--- config.mk ---
export PLATFORM = sky130hd
export DESIGN_NAME = pso_div
export DESIGN_NICKNAME = d
export VERILOG_FILES = /design/src/rtl/pso_pkg.sv /design/src/rtl/pso_div.sv
export SDC_FILE = /design/constraint.sdc
export NUM_CORES = 1
export LEC_CHECK = 0
export ABC_AREA = 1
export BUFFER_PORTS_ARGS = -buffer_cell sky130_fd_sc_hd__buf_4
export CAP_MARGIN = 20
export CORE_MARGIN = 10
export CORE_UTILIZATION = 50
export DETAILED_ROUTE_END_ITERATION = 10
export PLACE_DENSITY = 0.89
export SLEW_MARGIN = 0
export SYNTH_ARGS = -nofsm -noshare
export SYNTH_HDL_FRONTEND = slang
export SYNTH_SLANG_ARGS = --single-unit
--- constraint.sdc ---
create_clock -name clk -period 2.9 [get_ports clk]
set_clock_uncertainty 0.05 [all_clocks]
set_input_delay 0.29 -clock clk [delete_from_list [all_inputs] [get_ports clk]]
set_output_delay 0.29 -clock clk [all_outputs]
set_load 0.02 [all_outputs]
--- src/rtl/pso_pkg.sv ---
`default_nettype none

package pso_pkg;

  // width of the signed working values (moves, sums before wrap or clamp)
  localparam int V_W = 44;
  localparam int OFF_W = 24;

  localparam logic [V_W-1:0] MAG_CAP = 44'h100_0000_0000;
  localparam logic [OFF_W-1:0] OFF_MAX = 24'hFF_FFFF;
  localparam logic [15:0] SW_MAX = 16'hFFFF;
  localparam logic [8:0] PAR_ONE = 9'd256;

  // reset values of the register file
  localparam logic       RST_REPEAT_MODE = 1'b1;
  localparam logic [8:0]  RST_PARALLAX   = 9'd128;
  localparam logic [11:0] RST_FRAME_W    = 12'd800;
  localparam logic [11:0] RST_FRAME_H    = 12'd600;
  localparam logic [15:0] RST_SCROLL_SPD = 16'd100;

  typedef enum logic [2:0] {
    CFG_REPEAT_MODE,
    CFG_PARALLAX_FACTOR,
    CFG_FRAME_WIDTH,
    CFG_FRAME_HEIGHT,
    CFG_TEXTURE_WIDTH,
    CFG_TEXTURE_HEIGHT,
    CFG_MAX_SPEED,
    CFG_SCROLL_SPEED
  } cfg_idx_t;

  typedef struct packed {
    logic        repeat_mode;
    logic [8:0]  parallax_factor;
    logic [11:0] frame_width;
    logic [11:0] frame_height;
    logic [11:0] texture_width;
    logic [11:0] texture_height;
    logic [15:0] max_speed;
    logic [15:0] scroll_speed;
  } cfg_t;

  typedef enum logic [3:0] {
    S_IDLE,
    S_SW,
    S_SW_WAIT,
    S_DECIDE,
    S_CSNAP_WAIT,
    S_CMOVE_WAIT,
    S_STEP,
    S_ADD,
    S_WRAP,
    S_MOD_WAIT,
    S_CLAMP,
    S_DONE
  } state_t;

endpackage

`default_nettype wire

--- src/rtl/pso_div.sv ---
`default_nettype none

module pso_div #(
  parameter int NUM_W = 57,
  parameter int DEN_W = 32
) (
  input  wire logic             clk,
  input  wire logic             rst_n,
  input  wire logic             start,
  input  wire logic [NUM_W-1:0] num,
  input  wire logic [DEN_W-1:0] den,
  output logic                  done,
  output logic [NUM_W-1:0]      quo,
  output logic [DEN_W-1:0]      rem
);
  import pso_pkg::*;

  localparam int CNT_W = $clog2(NUM_W + 1);

  logic             busy_r;
  logic             done_r;
  logic [CNT_W-1:0] cnt_r;
  logic [NUM_W-1:0] quo_r;
  logic [DEN_W-1:0] rem_r;
  logic [DEN_W-1:0] den_r;

  logic [DEN_W:0] trial;
  logic [DEN_W:0] diff;
  logic           ge;

  // restoring division, one quotient bit a cycle
  always_comb begin
    trial = {rem_r, quo_r[NUM_W-1]};
    ge    = trial >= {1'b0, den_r};
    diff  = trial - {1'b0, den_r};
  end

  always_ff @(posedge clk) begin
    if (!rst_n) begin
      busy_r <= 1'b0;
      done_r <= 1'b0;
      cnt_r  <= '0;
    end else begin
      done_r <= 1'b0;
      if (start) begin
        busy_r <= 1'b1;
        cnt_r  <= '0;
      end else if (busy_r) begin
        cnt_r <= cnt_r + 1'b1;
        if (cnt_r == CNT_W'(NUM_W - 1)) begin
          busy_r <= 1'b0;
          done_r <= 1'b1;
        end
      end
    end
  end

  always_ff @(posedge clk) begin
    if (start) begin
      quo_r <= num;
      rem_r <= '0;
      den_r <= den;
    end else if (busy_r) begin
      quo_r <= {quo_r[NUM_W-2:0], ge};
      rem_r <= ge ? diff[DEN_W-1:0] : trial[DEN_W-1:0];
    end
  end

  assign done = done_r;
  assign quo  = quo_r;
  assign rem  = rem_r;

endmodule

`default_nettype wire

==> out/results.ini <==
[outcome]
status = finished clean

[worst_hold_path]
hold_path.class = input port to flop
min_to = den_r[16]
hold_depth = 1
hold_start = den[16]

[clock_network]
clock-sinks = 129
cts_root_buf = clkbuf_16
cts_tree = built
insertion_delay_ns = 0.43
clk_pin_slew_ns = 0.06
cts_buffer_depth = 2
htreeDepth = 4
cts_resized = 0
numCtsBuffers = 17

[timing]
fin_setup_tns_ns = 0
slew_headroom_pct = 59.8
rsz0062_at_grt = false
max_freq_mhz = 429
hold_violations = 0
slew_violations = 0
tightestPinTransition_ns = 0.603
fin_crit_ns = 2.33
period_share_pct = 80.3
finalSetupViolCount = 0

[die]
dieArea_um2 = 21200
num_io_pins = 182
start_util_pct = 51.4
core_area_um2 = 15400
fp.dieW_um = 146
rows = 45
die_h_um = 146

[detailed_routing]
post_drt_wl_per_cell_um = 15.5
wl_mm = 23.5
ant_nets = 0
firstDrtPassIters = 5
via_count = 7582
vias_per_cell = 4.99
drc_errors = 0
drt_iter0_markers = 566

[placed_design]
dpl_cell_area_um2 = 9470
placed_cells = 1456
io_buffers = 181
place_hpwl_mm = 17.9
place.gp.congestion = 0.977

[setup_path]
cp.arrival_ns = 2.58
r2r_cells = 11
critPathKind = flop to flop
r2r_setup_slack_ns = 0.57
crit-reg2reg-launch = den_r[18]
cp_max_fo = 32
critPathLaunchType = flop
crit_required_ns = 3.15
end_kind = flop
r2r-end = rem[2]

[global_route]
grt_max_degree = 60
grt_pass1_wl_mm = 38.0
grt_pass1_vias = 7546
track_usage_pct = 21.9
antenna_found_initial = 0
grt.overflow.total = 0

[power]
internal_power_mw = 3.59
seqPwrFrac_pct = 44.3
ir_drop_mv = 0.415
power.leakage_nw = 5.46
p_sw_mw = 1.35
combPwrFrac_pct = 15.8
powerDensity_nw_per_um2 = 478
switching_share_pct = 27.4
power_frac_clock_pct = 39.9

[logic_synthesis]
syn_area_um2 = 7910
synth.avg_cell_area_um2 = 7.32
synth_edf_count = 89
ys_warn_count = 0
synth.distinct_cells = 40
ys_async_sr_fraction_pct = 0
yosysTopAreaCell = edfxtp_1
yosysTopAreaCellShare_pct = 33.8
synth_ff_type = edfxtp_1
synth.most_common_cell = nand2_1
synth_area_leaders = edfxtp_1 34%, nand2_1 22%, dfxtp_1 10%
synthTopCellsByCount = 464 x nand2_1, 172 x inv_1, 89 x edfxtp_1, 78 x nand3_1
synth_cells = 1081
synth_nets = 1208
ys_seq_area_share_pct = 43.9
ys_ff_latch = 129

[finish]
drive_gt1_share_pct = 19.7
num-fill-cells = 1291
final_cells = 1519
nets = 1422
area_growth_pct = 30.6
diodes = 0
final_design_area_no_fill_um2 = 10300

[job]
cap_violations = 0

area by class of cell:
type,count,area [um2],share of cell area (%)
clock buffers,21,460,4.46
clock inverters,11,83.8,0.812
inverters,179,672,6.51
multi-input cells,746,3620,35.0
flip-flops and latches,129,3470,33.6
well taps,211,264,2.56
repair buffers,222,1760,17.0
cells in the final DEF (no fill, tap or decap), drive strengths merged, types with 4 or more instances in the layout:
master / n
nor3: 8
ha: 34
nand2: 479
nand3: 81
edfxtp: 89
clkinv: 8
buf: 191
inv: 178
a21oi: 23
dfxtp: 40
clkinvlp: 4
nor2: 50
xnor2: 13
nand3b: 21
clkbuf: 21
o21ai: 20
dlygate4sd3: 31
state kept, by name, summed over array words and instances (netlist names):
name    cells
busy_r      1
den_r      32
rem        32
cnt_r       6
quo        57
done        1
critical path, stage by stage (launching register included):
cell and delay (ns):
edfxtp_1 0.34, inv_1 0.06, ha_1 0.36, nand2_1 0.12, nor2_1 0.19, nand2_1 0.11
nor3_2 0.23, nand2_4 0.21, nand2_8 0.27, nand2_1 0.10, nand3_1 0.09, o21ai_1 0.07
power by group through the flow:
stage               clock [mW]  combinational [mW]  sequential [mW]
floorplan                    0               0.305             2.32
global placement             0               0.736             2.22
detailed placement           0               0.749             2.22
CTS                       2.00               0.783             2.19
global route              2.06               0.858             2.20
finish                    1.97               0.781             2.19
what timing repair did:
action	4_1_cts	5_1_grt
buffers inserted	0	0
endpoints found under the hold margin	31	0
hold buffers	31	0
layer usage:
metal	GRT usage [%]	wire [um]	share of wire, %
met1	24.8	9320	40
met2	35.3	10900	46
met3	9.41	2590	11
met4	9.20	679	2.9
met5	0	0	0
cell families (layout without fill, tap and decap cells):
family          Yosys count  count (layout)  share of synthesized area [%]
compound gates           49              49                           3.32
buf+inv                 206             433                           10.4
flops                   129             129                           43.9
xor+xnor                 14              14                           1.55
fa+ha+maj                35              35                           5.63
simple gates            648             648                           35.2
worst max path at each step:
stage	endpoint	slack (ns)	cells past startpoint	startpoint
finish	rem[2]	0.57	11	den_r[18]
detailed placement	rem[2]	0.59	15	den_r[24]
global route	rem[13]	0.37	11	den_r[31]
CTS	rem[13]	0.58	15	den_r[24]
global placement	rem[17]	0.64	11	den_r[17]
floorplan	quo[0]	0.06	4	start
per-stage QoR:
| step | hold WS (ns) | setup WS, ns | power [mW] | util, % |
|---|---|---|---|---|
| 6_report | 0.00659 | 0.571 | 4.94 | 67.2 |
| 5_1_grt | 0.00221 | 0.368 | 5.13 | 67.2 |
| 4_1_cts | 0.00128 | 0.578 | 4.97 | 67.2 |
| 3_5_place_dp | 0.419 | 0.593 | 2.97 | 61.6 |
| 3_3_place_gp | 0.418 | 0.642 | 2.96 | 61.6 |
| 2_1_floorplan | 0.339 | 0.0595 | 2.62 | - |
Power figures use the tool's default switching activity.
