[src/rtl/pso_pkg.sv]
`default_nettype none

package pso_pkg;

  // width of the signed working values (moves, sums before wrap or clamp)
  localparam int V_W = 44;
  localparam int OFF_W = 24;

  localparam logic [V_W-1:0] MAG_CAP = 44'h100_0000_0000;
  localparam logic [OFF_W-1:0] OFF_MAX = 24'hFF_FFFF;
  localparam logic [15:0] SW_MAX = 16'hFFFF;
  localparam logic [8:0] PAR_ONE = 9'd256;

  // reset values of the register file
  localparam logic       RST_REPEAT_MODE = 1'b1;
  localparam logic [8:0]  RST_PARALLAX   = 9'd128;
  localparam logic [11:0] RST_FRAME_W    = 12'd800;
  localparam logic [11:0] RST_FRAME_H    = 12'd600;
  localparam logic [15:0] RST_SCROLL_SPD = 16'd100;

  typedef enum logic [2:0] {
    CFG_REPEAT_MODE,
    CFG_PARALLAX_FACTOR,
    CFG_FRAME_WIDTH,
    CFG_FRAME_HEIGHT,
    CFG_TEXTURE_WIDTH,
    CFG_TEXTURE_HEIGHT,
    CFG_MAX_SPEED,
    CFG_SCROLL_SPEED
  } cfg_idx_t;

  typedef struct packed {
    logic        repeat_mode;
    logic [8:0]  parallax_factor;
    logic [11:0] frame_width;
    logic [11:0] frame_height;
    logic [11:0] texture_width;
    logic [11:0] texture_height;
    logic [15:0] max_speed;
    logic [15:0] scroll_speed;
  } cfg_t;

  typedef enum logic [3:0] {
    S_IDLE,
    S_SW,
    S_SW_WAIT,
    S_DECIDE,
    S_CSNAP_WAIT,
    S_CMOVE_WAIT,
    S_STEP,
    S_ADD,
    S_WRAP,
    S_MOD_WAIT,
    S_CLAMP,
    S_DONE
  } state_t;

endpackage

`default_nettype wire

[src/rtl/pso_cfg.sv]
`default_nettype none

module pso_cfg (
  input  wire logic          clk,
  input  wire logic          rst_n,
  input  wire logic          cfg_we,
  input  wire logic [2:0]    cfg_index,
  input  wire logic [15:0]   cfg_wdata,
  output pso_pkg::cfg_t      cfg,
  output logic               cam_clr
);
  import pso_pkg::*;

  cfg_t cfg_r;

  always_ff @(posedge clk) begin
    if (!rst_n) begin
      cfg_r.repeat_mode     <= RST_REPEAT_MODE;
      cfg_r.parallax_factor <= RST_PARALLAX;
      cfg_r.frame_width     <= RST_FRAME_W;
      cfg_r.frame_height    <= RST_FRAME_H;
      cfg_r.texture_width   <= '0;
      cfg_r.texture_height  <= '0;
      cfg_r.max_speed       <= '0;
      cfg_r.scroll_speed    <= RST_SCROLL_SPD;
    end else if (cfg_we) begin
      unique case (cfg_idx_t'(cfg_index))
        CFG_REPEAT_MODE:     cfg_r.repeat_mode     <= cfg_wdata[0];
        CFG_PARALLAX_FACTOR: cfg_r.parallax_factor <= cfg_wdata[8:0];
        CFG_FRAME_WIDTH:     cfg_r.frame_width     <= cfg_wdata[11:0];
        CFG_FRAME_HEIGHT:    cfg_r.frame_height    <= cfg_wdata[11:0];
        CFG_TEXTURE_WIDTH:   cfg_r.texture_width   <= cfg_wdata[11:0];
        CFG_TEXTURE_HEIGHT:  cfg_r.texture_height  <= cfg_wdata[11:0];
        CFG_MAX_SPEED:       cfg_r.max_speed       <= cfg_wdata;
        CFG_SCROLL_SPEED:    cfg_r.scroll_speed    <= cfg_wdata;
        default: ;
      endcase
    end
  end

  // geometry writes force a fresh camera snap
  always_comb begin
    cam_clr = 1'b0;
    if (cfg_we) begin
      unique case (cfg_idx_t'(cfg_index))
        CFG_FRAME_WIDTH, CFG_FRAME_HEIGHT,
        CFG_TEXTURE_WIDTH, CFG_TEXTURE_HEIGHT: cam_clr = 1'b1;
        default: cam_clr = 1'b0;
      endcase
    end
  end

  assign cfg = cfg_r;

endmodule

`default_nettype wire

[config.mk]
export PLATFORM = sky130hd
export DESIGN_NAME = pso_cfg
export DESIGN_NICKNAME = d
export VERILOG_FILES = /design/src/rtl/pso_pkg.sv /design/src/rtl/pso_cfg.sv
export SDC_FILE = /design/constraint.sdc
export NUM_CORES = 1
export LEC_CHECK = 0
export BUFFER_PORTS_ARGS = -buffer_cell sky130_fd_sc_hd__buf_2
export CAP_MARGIN = 20
export CORE_AREA = 4 4 99 101
export DETAILED_ROUTE_END_ITERATION = 16
export DIE_AREA = 0 0 103 105
export PLACE_DENSITY = 0.7
export SYNTH_ARGS = -nofsm -noshare
export SYNTH_HDL_FRONTEND = slang
export SYNTH_SLANG_ARGS = --single-unit
[constraint.sdc]
create_clock -name clk -period 1.45 [get_ports clk]
set_input_delay 0.2175 -clock clk [delete_from_list [all_inputs] [get_ports clk]]
set_output_delay 0.2175 -clock clk [all_outputs]
set_load 0.02 [all_outputs]
==> metrics.md <==
| Metric | Value |
|---|---|
| Global-route wire length before repair | `14100 um` |
| Sequential power share | `0.528` |
| CP Capture Point | `cfg[45]` |
| Die area | `10800 um2` |
| RSZ-0062 raised after global routing | `no` |
| CP max-delay cell | `dfxtp_1` |
| Final Slew Violations | `0` |
| Fin crit share | `0.780` |
| WP depth | `1` |
| Fmax | `0.885 GHz` |
| Post-synthesis cell type count | `19` |
| RR Startpoint | `cfg[45]$_SDFFE_PN0P_` |
| I/O Buffers | `112` |
| Vias in the first global route | `2597` |
| Initial drt markers | `93` |
| Combinational power share | `0.090` |
| Floorplan core area | `9020 um2` |
| Die X | `103 um` |
| Cts bufs inserted | `9` |
| Clock sink count | `90` |
| Die Ht | `105 um` |
| Setup TNS | `0 ns` |
| Worst stage delay on the critical path | `0.38 ns` |
| # H-tree levels | `3` |
| CTS hold repair buffers | `0` |
| Final Skew | `0 ns` |
| Max_cap viols | `0` |
| Share of cells above drive strength 1 | `0.323` |
| Synth warn | `0` |
| Final net count | `463` |
| Clk_lat worst skew | `0.34 ns` |
| N_diodes | `0` |
| Drt pass-1 iters | `4` |
| Detail Placement HPWL | `6630 um` |
| Initial Util | `0.391` |
| Worst Path Arrival | `0.91 ns` |
| Hold Path Class | `in -> reg` |
| R2R Path End | `cfg[45]$_SDFFE_PN0P_` |
| Setup bufs post-CTS | `0` |
| Max transition margin | `0.736` |
| Hold path startpoint | `cfg_wdata[13]` |
| GP Congestion | `0.791` |
| Root buffer selected by CTS | `clkbuf_8` |
| Antenna violations before repair | `0` |
| Synthesized instance count | `332` |
| Via/cell ratio | `4.77` |
| R2R depth | `2` |
| Total track usage | `0.170` |
| Pin count of the biggest net entering global routing | `48` |
| Setup crit end kind | `output port` |
| Max reg flops | `90` |
| Sequential area share after synthesis | `0.511` |
| CTS tree | `yes` |
| FF-to-FF setup slack | `0.82 ns` |
| PwrDens | `1110 nW/um2` |
| Worst-path cell chain | `buf_2` |
| Leakage | `2.36 nW` |
| Switching part of the total | `0.245` |
| Clock power share | `0.382` |
| Syn avg cell area | `10.6 um2` |
| Largest delay contributor family on the critical path | `flip-flops` |
| Number of synthesized register bits | `90` |
| Remaining DRCs | `0` |
| Crit-path max FO | `2` |
| Max IR drop VDD | `0.548 mV` |
| Final WL | `9090 um` |
| Overflow after GRT | `0` |
| # resized after CTS | `0` |
| Synth-to-layout area growth | `24.1%` |
| CTS clk-pin slew, worst paths | `0.09 ns` |
| P_sw | `0.00118 W` |
| Crit path time final | `1.13 ns` |
| Beginning of the critical path | `cfg[45]$_SDFFE_PN0P_` |
| CP required | `1.23 ns` |
| Finished Core Util | `0.485` |
| Vias | `2659` |
| DRT antenna net count | `0` |
| Final Hold Fails | `0` |
| Worst Tran Pin Value | `0.396 ns` |
| Clk buf depth | `2` |
| Mapped Nets | `354` |
| Kind of critical path | `reg -> out` |
| Post-Syn Area | `3530 um2` |
| Endpoints failing setup | `0` |
| Internal power | `0.00365 W` |
| Status | `completed` |
| Wire length per cell | `16.3 um` |
| IO Count | `113` |
| Cell Rows | `35` |
| Bufs and invs on worst path | `1` |
| Crit start category | `flop` |
[layout by cell type (no fill, tap or decap)]
master      Yosys  routed
buf_2           7     111
nor2b_1        21      21
clkinv_4        0       1
and4b_1         1       1
dfxtp_1        90      90
nand4_2         1       1
nand4bb_4       2       2
xor2_1          1       1
clkinv_2        0       2
buf_12          1       2
nor4b_1         1       1
mux2i_1        90      90
nand4b_4        1       1
and2_1          1       1
nand4bb_1       1       1
and4_1          1       1
nand4b_1        1       1
nand2_1        94      94
buf_4           7      11
clkinvlp_4      0       2
bufinv_16       0       2
clkbuf_8        0       9
[how the worst min path moves through the flow]
stage | endpoint | slack, ns | cells past startpoint
final | cfg[13]$_SDFFE_PN0P_ | 0.14 | 3
after detailed placement | cfg[26]$_SDFFE_PN0P_ | 0.45 | 2
after global placement | cfg[28]$_SDFFE_PN0P_ | 0.44 | 2
after global routing | cfg[15]$_SDFFE_PN0P_ | 0.15 | 3
after floorplan | cfg[76]$_SDFFE_PN1P_ | 0.38 | 2
after CTS | cfg[13]$_SDFFE_PN0P_ | 0.12 | 3
[power groups by stage]
stage | logic, W | registers, W | clock network, W
2_1_floorplan | 0.000226 | 0.00268 | 0
3_3_place_gp | 0.000435 | 0.00261 | 0
3_5_place_dp | 0.000444 | 0.00261 | 0
4_1_cts | 0.000445 | 0.00255 | 0.00190
5_1_grt | 0.000473 | 0.00256 | 0.00200
6_report | 0.000436 | 0.00255 | 0.00185
[cell usage after synthesis]
cell        n  area share
buf_6       5       0.016
and2_1      1      0.0018
buf_4       7       0.015
and4b_1     1      0.0028
clkbuf_1    6      0.0064
nand4_2     1      0.0035
nor4b_1     1      0.0025
dfxtp_1    90        0.51
nand4bb_1   1      0.0032
nand4b_4    1      0.0067
xor2_1      1      0.0025
and4_1      1      0.0025
nand4bb_4   2       0.016
nand4b_1    1      0.0025
nand2_1    94        0.10
nor2b_1    21       0.037
mux2i_1    90        0.26
buf_12      1      0.0057
buf_2       7      0.0099
[logic make-up (layout without fill, tap and decap cells)]
logic type,after synthesis,count (layout),synth area share
multiplexers,90,90,0.255
flip-flops,90,90,0.511
buffers and inverters,26,140,0.0529
XOR/XNOR,1,1,0.00248
AND/OR/NAND/NOR,125,125,0.178
[per-stage QoR]
step                      cells  area [um2]  power [W]  worst slack (ns)  hold WS (ns)
after floorplan             332        3530    0.00290             0.394         0.378
after global placement      541        4160    0.00305             0.229         0.441
after detailed placement    541        4160    0.00305             0.173         0.449
after CTS                   557        4380    0.00490             0.299         0.123
after global routing        557        4380    0.00503             0.277         0.149
final                       557        4380    0.00484             0.320         0.136
[metal layers]
metal | wire [um] | part of all wire | vias to the layer above | GRT usage
met5 | 0 | 0 | - | 0
met4 | 112 | 0.012 | 0 | 0.0463
met3 | 700 | 0.077 | 10 | 0.0494
met2 | 4340 | 0.48 | 78 | 0.274
met1 | 3930 | 0.43 | 1250 | 0.221
li1 | - | - | 1321 | -
[final cells by class]
type / count / area (um2)
fillers: 874 / 4650
flip-flops and latches: 90 / 1800
multi-input cells: 216 / 1540
repair buffers: 124 / 678
well taps: 111 / 139
clock buffers: 9 / 124
clock inverters: 7 / 93.8
Note: power is estimated with default switching activity, not from simulation.
